`config.mk`:
```
export PLATFORM = sky130hd
export DESIGN_NAME = keyword_lexer_flat
export DESIGN_NICKNAME = d
export VERILOG_FILES = /design/src/rtl/core/kl_pkg.sv /design/src/rtl/core/kl_ifs.sv /design/src/rtl/core/keyword_lexer.sv /design/src/rtl/core/kl_step.sv /design/src/rtl/core/kl_fifo.sv /design/src/flat_wrapper.sv
export SDC_FILE = /design/constraint.sdc
export NUM_CORES = 1
export LEC_CHECK = 0
export BUFFER_PORTS_ARGS = -buffer_cell sky130_fd_sc_hd__buf_4
export CAP_MARGIN = 20
export CELL_PAD_IN_SITES_DETAIL_PLACEMENT = 0
export CELL_PAD_IN_SITES_GLOBAL_PLACEMENT = 1
export CORE_ASPECT_RATIO = 1.75
export CORE_MARGIN = 4
export CORE_UTILIZATION = 52
export CTS_CLUSTER_SIZE = 12
export DETAILED_ROUTE_END_ITERATION = 8
export PLACE_DENSITY_LB_ADDON = 0.1
export SLEW_MARGIN = 30
export SYNTH_ARGS = -nofsm -noshare
export SYNTH_HDL_FRONTEND = slang
export SYNTH_HIERARCHICAL = 1
export SYNTH_SLANG_ARGS = --single-unit
```
`constraint.sdc`:
```
create_clock -name clk -period 8.1 [get_ports clk]
set_input_delay 1.62 -clock clk [delete_from_list [all_inputs] [get_ports clk]]
set_output_delay 1.62 -clock clk [all_outputs]
set_load 0.01 [all_outputs]
```
`src/rtl/core/kl_pkg.sv`:
```
// Package: shared types, codes and constants of the keyword lexer.
`timescale 1ns / 1ps
package kl_pkg;

	localparam int TEXT_LEN   = 32;
	localparam int CNT_W      = $clog2(TEXT_LEN + 1);
	localparam int FIFO_DEPTH = 4;
	localparam int PTR_W      = $clog2(FIFO_DEPTH);
	localparam int FCNT_W     = $clog2(FIFO_DEPTH + 1);

	typedef enum logic [2:0] {
		MODE_IDLE  = 3'd0,
		MODE_NUM   = 3'd1,
		MODE_WORD  = 3'd2,
		MODE_STR   = 3'd3,
		MODE_ESC   = 3'd4,
		MODE_COLON = 3'd5
	} mode_t;

	localparam logic [4:0] KIND_END    = 5'd0;
	localparam logic [4:0] KIND_NUM    = 5'd1;
	localparam logic [4:0] KIND_IDENT  = 5'd2;
	localparam logic [4:0] KIND_STR    = 5'd3;
	localparam logic [4:0] KIND_LET    = 5'd4;
	localparam logic [4:0] KIND_FUNC   = 5'd5;
	localparam logic [4:0] KIND_IF     = 5'd6;
	localparam logic [4:0] KIND_ELSE   = 5'd7;
	localparam logic [4:0] KIND_IS     = 5'd8;
	localparam logic [4:0] KIND_CREATE = 5'd9;
	localparam logic [4:0] KIND_PLUS   = 5'd10;
	localparam logic [4:0] KIND_MINUS  = 5'd11;
	localparam logic [4:0] KIND_STAR   = 5'd12;
	localparam logic [4:0] KIND_SLASH  = 5'd13;
	localparam logic [4:0] KIND_PCT    = 5'd14;
	localparam logic [4:0] KIND_LT     = 5'd15;
	localparam logic [4:0] KIND_GT     = 5'd16;
	localparam logic [4:0] KIND_LPAREN = 5'd17;
	localparam logic [4:0] KIND_RPAREN = 5'd18;
	localparam logic [4:0] KIND_ASSIGN = 5'd19;
	localparam logic [4:0] KIND_SEMI   = 5'd20;
	localparam logic [4:0] KIND_LBRACK = 5'd21;
	localparam logic [4:0] KIND_RBRACK = 5'd22;
	localparam logic [4:0] KIND_TEXT   = 5'd23;

	localparam logic [1:0] ERR_NONE    = 2'd0;
	localparam logic [1:0] ERR_ESCAPE  = 2'd1;
	localparam logic [1:0] ERR_UNTERM  = 2'd2;

	// Keyword spellings, right-aligned, first letter in the highest used byte
	localparam logic [63:0] KW_LET   = 64'h0000_0000_006C_6574;
	localparam logic [63:0] KW_FUNC  = 64'h6675_6E63_7469_6F6E;
	localparam logic [63:0] KW_IF    = 64'h0000_0000_0000_6966;
	localparam logic [63:0] KW_ELSE  = 64'h0000_0000_656C_7365;
	localparam logic [63:0] KW_IS    = 64'h0000_0000_0000_6973;
	localparam logic [63:0] KW_TRUE  = 64'h0000_0000_7472_7565;
	localparam logic [63:0] KW_FALSE = 64'h0000_0066_616C_7365;

	typedef struct packed {
		logic [4:0]         kind;
		logic signed [31:0] value;
		logic [1:0]         err;
	} res_t;

	typedef struct packed {
		mode_t              mode;
		logic [CNT_W-1:0]   count;
		logic [31:0]        accum;
		logic [63:0]        prefix;
	} lex_state_t;

endpackage

```
`src/rtl/core/kl_ifs.sv`:
```
// Interfaces: text byte channel and token channel of the keyword lexer.
`timescale 1ns / 1ps
interface kl_text_if;
	logic       valid;
	logic       ready;
	logic [7:0] text_byte;
	modport source(output valid, output text_byte, input ready);
	modport sink(input valid, input text_byte, output ready);
endinterface

interface kl_token_if;
	logic               valid;
	logic               ready;
	logic [4:0]         token_kind;
	logic signed [31:0] token_value;
	logic [1:0]         lex_error;
	modport source(output valid, output token_kind, output token_value, output lex_error,
		input ready);
	modport sink(input valid, input token_kind, input token_value, input lex_error,
		output ready);
endinterface

```
`src/rtl/core/keyword_lexer.sv`:
```
// Top level: streaming keyword lexer, one text byte in, token results out.
//
// Usage:
//   text  - sink channel; one source byte per transfer, zero marks end of text.
//   token - source channel; one result (kind, value, error) per transfer.
//   A byte lands in an input register, then the combinational step logic updates
//   the lexer state and pushes zero, one or two results into a four-entry
//   result queue that drives the token channel.
// Path: a byte's result passes the input register and the result queue before
//   it shows on token, and waits there behind earlier queued results.
// Throughput: one byte per cycle, set by the step logic and the queue, as
//   long as the token side takes one result per cycle; a byte that closes a
//   token and starts another gives two results and needs two token transfers.
// Stall: the input register holds its byte while fewer than two queue entries
//   are free; text.ready drops only when that register is full and held.
// Reset: arst_n clears the queue, the input register and the lexer state,
//   which starts idle between tokens.
`timescale 1ns / 1ps
module keyword_lexer (
	input logic      clk,
	input logic      arst_n,
	kl_text_if.sink  text,
	kl_token_if.source token
);

	logic [7:0]                text_byte_s1;
	logic                      valid_s1;
	logic                      advance;
	kl_pkg::lex_state_t        state_q;
	kl_pkg::lex_state_t        state_d;
	kl_pkg::res_t              res0;
	kl_pkg::res_t              res1;
	kl_pkg::res_t              head;
	logic [1:0]                res_n;
	logic [kl_pkg::FCNT_W-1:0] fifo_count;
	logic                      pop;

	// Process the held byte only when the queue can take two results
	assign advance    = valid_s1 && fifo_count <= kl_pkg::FCNT_W'(kl_pkg::FIFO_DEPTH - 2);
	assign text.ready = !valid_s1 || advance;
	assign pop        = token.valid && token.ready;

	always_ff @(posedge clk or negedge arst_n) begin
		if (!arst_n) begin
			valid_s1 <= 1'b0;
		end else if (text.ready) begin
			valid_s1 <= text.valid;
		end
	end

	always_ff @(posedge clk) begin
		if (text.ready && text.valid)
			text_byte_s1 <= text.text_byte;
	end

	// Lexer state: advance once per processed byte
	always_ff @(posedge clk or negedge arst_n) begin
		if (!arst_n) begin
			state_q <= '{mode: kl_pkg::MODE_IDLE, count: '0, accum: '0, prefix: '0};
		end else if (advance) begin
			state_q <= state_d;
		end
	end

	kl_step u_step (
		.state_q   (state_q),
		.text_byte (text_byte_s1),
		.state_d   (state_d),
		.res0      (res0),
		.res1      (res1),
		.res_n     (res_n)
	);

	kl_fifo u_fifo (
		.clk    (clk),
		.arst_n (arst_n),
		.push_n (advance ? res_n : 2'd0),
		.res0   (res0),
		.res1   (res1),
		.pop    (pop),
		.head   (head),
		.count  (fifo_count)
	);

	assign token.valid       = fifo_count != '0;
	assign token.token_kind  = head.kind;
	assign token.token_value = head.value;
	assign token.lex_error   = head.err;

	// Queue never overfills
	a_fifo_bound: assert property (@(posedge clk) disable iff (!arst_n)
		fifo_count <= kl_pkg::FCNT_W'(kl_pkg::FIFO_DEPTH))
		else $error("result queue overflow");

	// A held byte stays put until it is processed
	a_hold_s1: assert property (@(posedge clk) disable iff (!arst_n)
		valid_s1 && !advance |=> valid_s1 && $stable(text_byte_s1))
		else $error("input register lost a byte");

	// Lexer state moves only on a processed byte
	a_state_hold: assert property (@(posedge clk) disable iff (!arst_n)
		!advance |=> $stable(state_q))
		else $error("lexer state changed without a byte");

endmodule

```
`src/rtl/core/kl_step.sv`:
```
// Step logic: next lexer state and up to two results for one text byte.
`timescale 1ns / 1ps
module kl_step (
	input  kl_pkg::lex_state_t state_q,
	input  logic [7:0]         text_byte,
	output kl_pkg::lex_state_t state_d,
	output kl_pkg::res_t       res0,
	output kl_pkg::res_t       res1,
	output logic [1:0]         res_n
);

	function automatic kl_pkg::res_t make_res(logic [4:0] kind, logic [31:0] value,
		logic [1:0] err);
		kl_pkg::res_t r;
		r.kind  = kind;
		r.value = value;
		r.err   = err;
		return r;
	endfunction

	function automatic logic [4:0] op_kind(logic [7:0] c);
		logic [4:0] k;
		case (c)
			8'h2B: k = kl_pkg::KIND_PLUS;
			8'h2D: k = kl_pkg::KIND_MINUS;
			8'h2A: k = kl_pkg::KIND_STAR;
			8'h2F: k = kl_pkg::KIND_SLASH;
			8'h25: k = kl_pkg::KIND_PCT;
			8'h3C: k = kl_pkg::KIND_LT;
			8'h3E: k = kl_pkg::KIND_GT;
			8'h28, 8'h7B: k = kl_pkg::KIND_LPAREN;
			8'h29, 8'h7D: k = kl_pkg::KIND_RPAREN;
			8'h3D: k = kl_pkg::KIND_ASSIGN;
			8'h3B: k = kl_pkg::KIND_SEMI;
			8'h5B: k = kl_pkg::KIND_LBRACK;
			8'h5D: k = kl_pkg::KIND_RBRACK;
			default: k = kl_pkg::KIND_END;
		endcase
		return k;
	endfunction

	// Close a word: keyword, true/false as a number, or plain identifier
	function automatic kl_pkg::res_t word_res(logic [kl_pkg::CNT_W-1:0] cnt,
		logic [63:0] pfx);
		kl_pkg::res_t r;
		if (cnt == kl_pkg::CNT_W'(3) && pfx == kl_pkg::KW_LET)
			r = make_res(kl_pkg::KIND_LET, 32'd0, kl_pkg::ERR_NONE);
		else if (cnt == kl_pkg::CNT_W'(8) && pfx == kl_pkg::KW_FUNC)
			r = make_res(kl_pkg::KIND_FUNC, 32'd0, kl_pkg::ERR_NONE);
		else if (cnt == kl_pkg::CNT_W'(2) && pfx == kl_pkg::KW_IF)
			r = make_res(kl_pkg::KIND_IF, 32'd0, kl_pkg::ERR_NONE);
		else if (cnt == kl_pkg::CNT_W'(4) && pfx == kl_pkg::KW_ELSE)
			r = make_res(kl_pkg::KIND_ELSE, 32'd0, kl_pkg::ERR_NONE);
		else if (cnt == kl_pkg::CNT_W'(2) && pfx == kl_pkg::KW_IS)
			r = make_res(kl_pkg::KIND_IS, 32'd0, kl_pkg::ERR_NONE);
		else if (cnt == kl_pkg::CNT_W'(4) && pfx == kl_pkg::KW_TRUE)
			r = make_res(kl_pkg::KIND_NUM, 32'd1, kl_pkg::ERR_NONE);
		else if (cnt == kl_pkg::CNT_W'(5) && pfx == kl_pkg::KW_FALSE)
			r = make_res(kl_pkg::KIND_NUM, 32'd0, kl_pkg::ERR_NONE);
		else
			r = make_res(kl_pkg::KIND_IDENT, 32'(cnt), kl_pkg::ERR_NONE);
		return r;
	endfunction

	logic         is_digit;
	logic         is_lower;
	logic         below_len;
	logic         room;
	logic [7:0]   mapped;
	logic [1:0]   map_err;
	kl_pkg::res_t res [2];

	assign is_digit  = text_byte >= 8'h30 && text_byte <= 8'h39;
	assign is_lower  = text_byte >= 8'h61 && text_byte <= 8'h7A;
	assign below_len = state_q.count < kl_pkg::CNT_W'(kl_pkg::TEXT_LEN);
	assign room      = state_q.count < kl_pkg::CNT_W'(kl_pkg::TEXT_LEN - 1);

	// Escape decode
	always_comb begin
		mapped  = text_byte;
		map_err = kl_pkg::ERR_NONE;
		case (text_byte)
			8'h6E: mapped = 8'h0A;
			8'h74: mapped = 8'h09;
			8'h72: mapped = 8'h0D;
			8'h5C, 8'h22, 8'h27: mapped = text_byte;
			default: map_err = kl_pkg::ERR_ESCAPE;
		endcase
	end

	always_comb begin
		logic do_idle;
		state_d = state_q;
		res[0]  = make_res(kl_pkg::KIND_END, 32'd0, kl_pkg::ERR_NONE);
		res[1]  = make_res(kl_pkg::KIND_END, 32'd0, kl_pkg::ERR_NONE);
		res_n   = 2'd0;
		do_idle = 1'b0;

		unique case (state_q.mode)
			kl_pkg::MODE_NUM: begin
				if (is_digit && below_len) begin
					state_d.accum = {state_q.accum[28:0], 3'b000}
						+ {state_q.accum[30:0], 1'b0} + {28'd0, text_byte[3:0]};
					state_d.count = state_q.count + kl_pkg::CNT_W'(1);
				end else begin
					res[0]  = make_res(kl_pkg::KIND_NUM, state_q.accum, kl_pkg::ERR_NONE);
					res_n   = 2'd1;
					do_idle = 1'b1;
				end
			end
			kl_pkg::MODE_WORD: begin
				if (is_lower && below_len) begin
					if (state_q.count < kl_pkg::CNT_W'(8))
						state_d.prefix = {state_q.prefix[55:0], text_byte};
					state_d.count = state_q.count + kl_pkg::CNT_W'(1);
					res[0] = make_res(kl_pkg::KIND_TEXT, 32'(text_byte), kl_pkg::ERR_NONE);
					res_n  = 2'd1;
				end else begin
					res[0]  = word_res(state_q.count, state_q.prefix);
					res_n   = 2'd1;
					do_idle = 1'b1;
				end
			end
			kl_pkg::MODE_STR, kl_pkg::MODE_ESC: begin
				if (text_byte == 8'h00) begin
					// unterminated string: close it flagged, then end the text
					state_d.mode = kl_pkg::MODE_IDLE;
					res[0] = make_res(kl_pkg::KIND_STR, 32'(state_q.count), kl_pkg::ERR_UNTERM);
					res_n  = 2'd2;
				end else if (state_q.mode == kl_pkg::MODE_STR && text_byte == 8'h22) begin
					state_d.mode = kl_pkg::MODE_IDLE;
					res[0] = make_res(kl_pkg::KIND_STR, 32'(state_q.count), kl_pkg::ERR_NONE);
					res_n  = 2'd1;
				end else if (state_q.mode == kl_pkg::MODE_STR && text_byte == 8'h5C) begin
					state_d.mode = kl_pkg::MODE_ESC;
				end else begin
					state_d.mode = kl_pkg::MODE_STR;
					if (room) begin
						state_d.count = state_q.count + kl_pkg::CNT_W'(1);
						if (state_q.mode == kl_pkg::MODE_ESC)
							res[0] = make_res(kl_pkg::KIND_TEXT, 32'(mapped), map_err);
						else
							res[0] = make_res(kl_pkg::KIND_TEXT, 32'(text_byte),
								kl_pkg::ERR_NONE);
						res_n = 2'd1;
					end
				end
			end
			kl_pkg::MODE_COLON: begin
				state_d.mode = kl_pkg::MODE_IDLE;
				if (text_byte == 8'h3D) begin
					res[0] = make_res(kl_pkg::KIND_CREATE, 32'd0, kl_pkg::ERR_NONE);
					res_n  = 2'd1;
				end else begin
					res[0]  = make_res(kl_pkg::KIND_END, 32'd0, kl_pkg::ERR_NONE);
					res_n   = 2'd1;
					do_idle = 1'b1;
				end
			end
			default: do_idle = 1'b1;
		endcase

		// Reprocess the byte between tokens
		if (do_idle) begin
			state_d.mode = kl_pkg::MODE_IDLE;
			if (text_byte == 8'h20 || text_byte == 8'h09 || text_byte == 8'h0A) begin
				state_d.mode = kl_pkg::MODE_IDLE;
			end else if (is_digit) begin
				state_d.mode  = kl_pkg::MODE_NUM;
				state_d.accum = {28'd0, text_byte[3:0]};
				state_d.count = kl_pkg::CNT_W'(1);
			end else if (is_lower) begin
				state_d.mode   = kl_pkg::MODE_WORD;
				state_d.prefix = 64'(text_byte);
				state_d.count  = kl_pkg::CNT_W'(1);
				res[res_n[0]]  = make_res(kl_pkg::KIND_TEXT, 32'(text_byte), kl_pkg::ERR_NONE);
				res_n          = res_n + 2'd1;
			end else if (text_byte == 8'h22) begin
				state_d.mode  = kl_pkg::MODE_STR;
				state_d.count = '0;
			end else if (text_byte == 8'h3A) begin
				state_d.mode = kl_pkg::MODE_COLON;
			end else begin
				res[res_n[0]] = make_res(op_kind(text_byte), 32'd0, kl_pkg::ERR_NONE);
				res_n         = res_n + 2'd1;
			end
		end
	end

	assign res0 = res[0];
	assign res1 = res[1];

endmodule

```
`src/rtl/core/kl_fifo.sv`:
```
// Result queue: takes up to two results a cycle, hands out one per transfer.
`timescale 1ns / 1ps
module kl_fifo (
	input  logic                      clk,
	input  logic                      arst_n,
	input  logic [1:0]                push_n,
	input  kl_pkg::res_t              res0,
	input  kl_pkg::res_t              res1,
	input  logic                      pop,
	output kl_pkg::res_t              head,
	output logic [kl_pkg::FCNT_W-1:0] count
);

	kl_pkg::res_t              mem [kl_pkg::FIFO_DEPTH];
	logic [kl_pkg::PTR_W-1:0]  wr_ptr_q;
	logic [kl_pkg::PTR_W-1:0]  rd_ptr_q;
	logic [kl_pkg::FCNT_W-1:0] count_q;

	always_ff @(posedge clk) begin
		if (push_n != 2'd0)
			mem[wr_ptr_q] <= res0;
		if (push_n == 2'd2)
			mem[wr_ptr_q + kl_pkg::PTR_W'(1)] <= res1;
	end

	always_ff @(posedge clk or negedge arst_n) begin
		if (!arst_n) begin
			wr_ptr_q <= '0;
			rd_ptr_q <= '0;
			count_q  <= '0;
		end else begin
			wr_ptr_q <= wr_ptr_q + kl_pkg::PTR_W'(push_n);
			if (pop)
				rd_ptr_q <= rd_ptr_q + kl_pkg::PTR_W'(1);
			count_q <= count_q + kl_pkg::FCNT_W'(push_n) - kl_pkg::FCNT_W'(pop);
		end
	end

	assign head  = mem[rd_ptr_q];
	assign count = count_q;

endmodule

```
`src/flat_wrapper.sv`:
```
// flat-port wrapper written by rule: the top's interface ports become plain ports
module keyword_lexer_flat 
  (clk, arst_n, text_valid, text_text_byte, text_ready, token_valid, token_token_kind, token_token_value, token_lex_error, token_ready);
  kl_text_if text_i ();
  kl_token_if token_i ();
  input logic clk;
  input logic arst_n;
  input wire logic [$bits(text_i.valid)-1:0] text_valid;
  input wire logic [$bits(text_i.text_byte)-1:0] text_text_byte;
  output wire logic [$bits(text_i.ready)-1:0] text_ready;
  output wire logic [$bits(token_i.valid)-1:0] token_valid;
  output wire logic [$bits(token_i.token_kind)-1:0] token_token_kind;
  output wire logic [$bits(token_i.token_value)-1:0] token_token_value;
  output wire logic [$bits(token_i.lex_error)-1:0] token_lex_error;
  input wire logic [$bits(token_i.ready)-1:0] token_ready;
  assign text_i.valid = text_valid;
  assign text_i.text_byte = text_text_byte;
  assign text_ready = text_i.ready;
  assign token_valid = token_i.valid;
  assign token_token_kind = token_i.token_kind;
  assign token_token_value = token_i.token_value;
  assign token_lex_error = token_i.lex_error;
  assign token_i.ready = token_ready;
  keyword_lexer u_core (.clk(clk), .arst_n(arst_n), .text(text_i), .token(token_i));
endmodule
```
==> results.md <==
* **status** finished clean
* **total area of multi-input combinational cells** 9690 sq um
* **number of placement rows** 90
* **hold-fix buffer count after cts** 0
* **class of the tightest hold or removal check** reg -> reg
* **total of cells resized after clock tree synthesis** 0
* **IR Drop Worst-Case VDD** 0.000232 V
* **share of cells above drive strength 1** 26.8%
* **Ys Warns** 6
* **total routing resource utilization after global routing** 24.4%
* **RSZ-0062 raised after global routing** false
* **arrival time at the worst endpoint** 5.38 ns
* **overall die width** 149 microns
* **Worst-path clk slew** 0.06 ns
* **number of enable flip-flop cells after synthesis** 164
* **worst reg2reg setup slack** 2.99 ns
* **top cell type by total area after synthesis** edfxtp_1
* **dominant register cell in the synthesized netlist** edfxtp_1
* **H-Tree Depth** 1
* **Slowest-stage cell, CP** edfxtp_1
* **TritonCTS Buffers** 29
* **largest driver fanout on the critical path** 40
* **CTS tree** built
* **period utilization** 63.1%
* **cell area after layout** 19500 sq um
* **cells traversed along the worst timing path** and4bb_1 -> o21ai_2 -> nor2_1 -> nor3_2 -> buf_4 -> o311ai_1 -> nand2b_1 -> a21boi_0 -> inv_1 -> nor2_1 -> nand4b_1 -> buf_4 -> o31ai_4 -> buf_4
* **Placeable Area** 34500 sq um
* **overflow left after global routing** 0
* **DP Area** 18700 sq um
* **timing startpoint of the critical path** u_core/text_byte_s1[4]
* **antenna violations before repair** 0
* **sequential area share after synthesis** 42.9%
* **register bit count reported by yosys** 277
* **RePlAce Congestion** 0.956
* **max-slew headroom at the worst pin** 37.8%
* **net count reported at finish** 1702
* **r2r endpoint** u_core/u_fifo/mem[0][22]
* **total power density per cell area** 292 nW/um^2
* **upper clock frequency limit** 196 MHz
* **growth of design area from synthesis to finish** 7.95%
* **worst endpoint required time** 8.37 ns
* **max-slew violation count** 0
* **sequential cell area** 7760 sq um
* **detailed placer's ending HPWL** 32.0 mm
* **number of inserted diodes** 0
* **minimum clock period after layout** 5.11 ns
* **largest net degree at the start of global routing** 64
* **count of vias placed by the detailed router** 12700
* **# fillers** 3041
* **Die Outline Area** 37900 sq um
* **worst r2r src** u_core/text_byte_s1[4]
* **clock latency at the later pin of the worst-skew pair** 0.58 ns
* **end of the critical path** u_core/u_fifo/mem[0][22]
* **first-pass GRT wire length** 73.2 mm
* **hold violation count in the final report** 0
* **number of primary I/O pins** 53
* **Starting DRT DRC Count** 590
* **Sinks on Clock Net** 277
* **min-delay src** u_core/state_q[59]
* **via count of the first global-routing pass** 13100
* **Max Cap Viol** 0
* **Vias per Instance** 6.04
* **number of setup buffers added after CTS** 0
* **post-synth top area share** 27.2%
* **Clk Tree Root Cell** clkbuf_16
* **final setup violating endpoints** 0
* **I/O Buffers** 52
* **Area contributors post-synth** edfxtp_1 (27%), dfrtp_1 (16%), mux2_2 (13%), mux4_2 (4.9%), ha_1 (4.6%)
* **drt total wl** 46.5 mm
* **DRC** 0
* **instance count of the mapped netlist** 1609
* **setup_tns** 0 ns
* **post-route ant nets** 0
* **combined area of all synthesized cells** 18100 sq um
* **total iterations of the first detailed-routing run** 5
* **starting density of the core** 52.5%
* **mean routed wirelength per cell** 22.1 microns
* **average instance area after synthesis** 11.2 sq um
* **maximum clock path buffer count** 3
* **slew of the pin with the lowest slew margin** 0.925 ns
* **number of cell instances on the worst register-to-register path** 14
* **die extent in y** 255 microns
* **kind of start point of the critical path** register
* **critical path's most frequent cell** buf_4
* **number of distinct library cells after synthesis** 98
* **worst-case clock skew** 0.0196 ns
* **Leakage Power** 8.03 nW
* **critical path type** reg -> reg
* **Post-synth ARST share** 40.8%
* **stage delay of the slowest cell on the critical path** 0.64 ns
* **critical path endpoint category** register
cells in the final DEF (no fill, tap or decap), types with 39 or more instances in the layout:
cell type	count
edfxtp_1	164
buf_4	75
a21oi_1	110
nand2_1	194
nor2_1	74
mux4_2	39
dfrtp_1	111
o21ai_0	41
mux2_2	216
ha_1	66
stage by stage:
stage / cells / utilization (%) / setup WS (ns) / power, mW / hold WS (ns)
3_3_place_gp: 2050 / 54.2 / 3.15 / 4.51 / 0.508
6_report: 2100 / 56.6 / 2.99 / 5.70 / 0.540
4_1_cts: 2100 / 56.6 / 2.98 / 5.78 / 0.541
5_1_grt: 2100 / 56.6 / 2.58 / 6.04 / 0.559
3_5_place_dp: 2050 / 54.2 / 2.99 / 4.55 / 0.530
2_1_floorplan: 1635 / - / 2.08 / 3.79 / 0.478
sequential cells by signal (all words and copies together), names as in the netlist:
name,flops
u_core/u_fifo/rd_ptr_q,2
u_core/u_fifo/wr_ptr_q,2
u_core/state_q,105
u_core/text_byte_s1,8
u_core/valid_s1,1
u_core/u_fifo/count,3
u_core/u_fifo/mem,156
kinds of logic (layout without fill, tap and decap cells):
logic type / Yosys count / count (layout) / synth area share [%]
buffers and inverters: 145 / 150 / 4.43
xor gates and xnor gates: 32 / 32 / 1.55
AOI/OAI and AO/OA: 277 / 277 / 9.76
muxes: 311 / 311 / 22.6
other: 1 / 27 / 0.0207
and+or+nand+nor: 497 / 497 / 13.9
adders and majority gates: 69 / 69 / 4.90
DFF: 277 / 277 / 42.9
layout make-up:
type	instances	share of cell area [%]
Sequential cell	277	39.8
Multi-Input combinational cell	1213	49.7
Timing Repair Buffer	75	2.89
Inverter	25	0.481
Clock inverter	9	0.263
Tap cell	460	2.95
Clock buffer	41	4.00
worst max-delay path: cells and delay by family (launching register included):
| kind | cells | cell delay [ns] |
|---|---|---|
| simple gates | 6 | 1.72 |
| compound gates | 4 | 1.22 |
| buf+inv | 4 | 1.19 |
| flops | 1 | 0.64 |
cells in the mapped netlist, drive strengths merged, types with 8 or more instances:
cell,number
mux2,267
nand2,194
edfxtp,164
dfrtp,113
a21oi,110
buf,79
nor2,75
ha,66
o21ai,45
clkbuf,41
mux4,39
and2,35
nand3,34
nor3,29
inv,25
nor4,25
xnor2,22
nand4,19
a21o,17
nand2b,13
nor2b,12
a211oi,11
a31oi,11
and3,11
o22ai,10
xor2,10
o211ai,8
metal layers:
layer,part of all wire (%),global-route usage (%),wire [microns]
met2,55,46.8,25600
met4,4.0,9.50,1860
met1,38,27.6,17600
met5,0,0,0
met3,3.0,2.20,1400
worst min-delay path by stage:
stage | depth (start not counted) | slack [ns] | to
4_1_cts | 1 | 0.54 | u_core/state_q[63]
3_5_place_dp | 1 | 0.53 | u_core/state_q[63]
3_3_place_gp | 2 | 0.51 | u_core/valid_s1
6_report | 1 | 0.54 | u_core/state_q[59]
5_1_grt | 1 | 0.56 | u_core/state_q[60]
2_1_floorplan | 1 | 0.48 | u_core/state_q[98]
where the power goes:
group	total [mW]	switching [mW]	leakage, nW	internal, mW
clock	1.22	0.554	0.405	0.666
sequential	2.18	0.276	3.06	1.91
combinational	2.30	1.22	4.57	1.08
No activity file was read; power rests on OpenSTA's default activity.
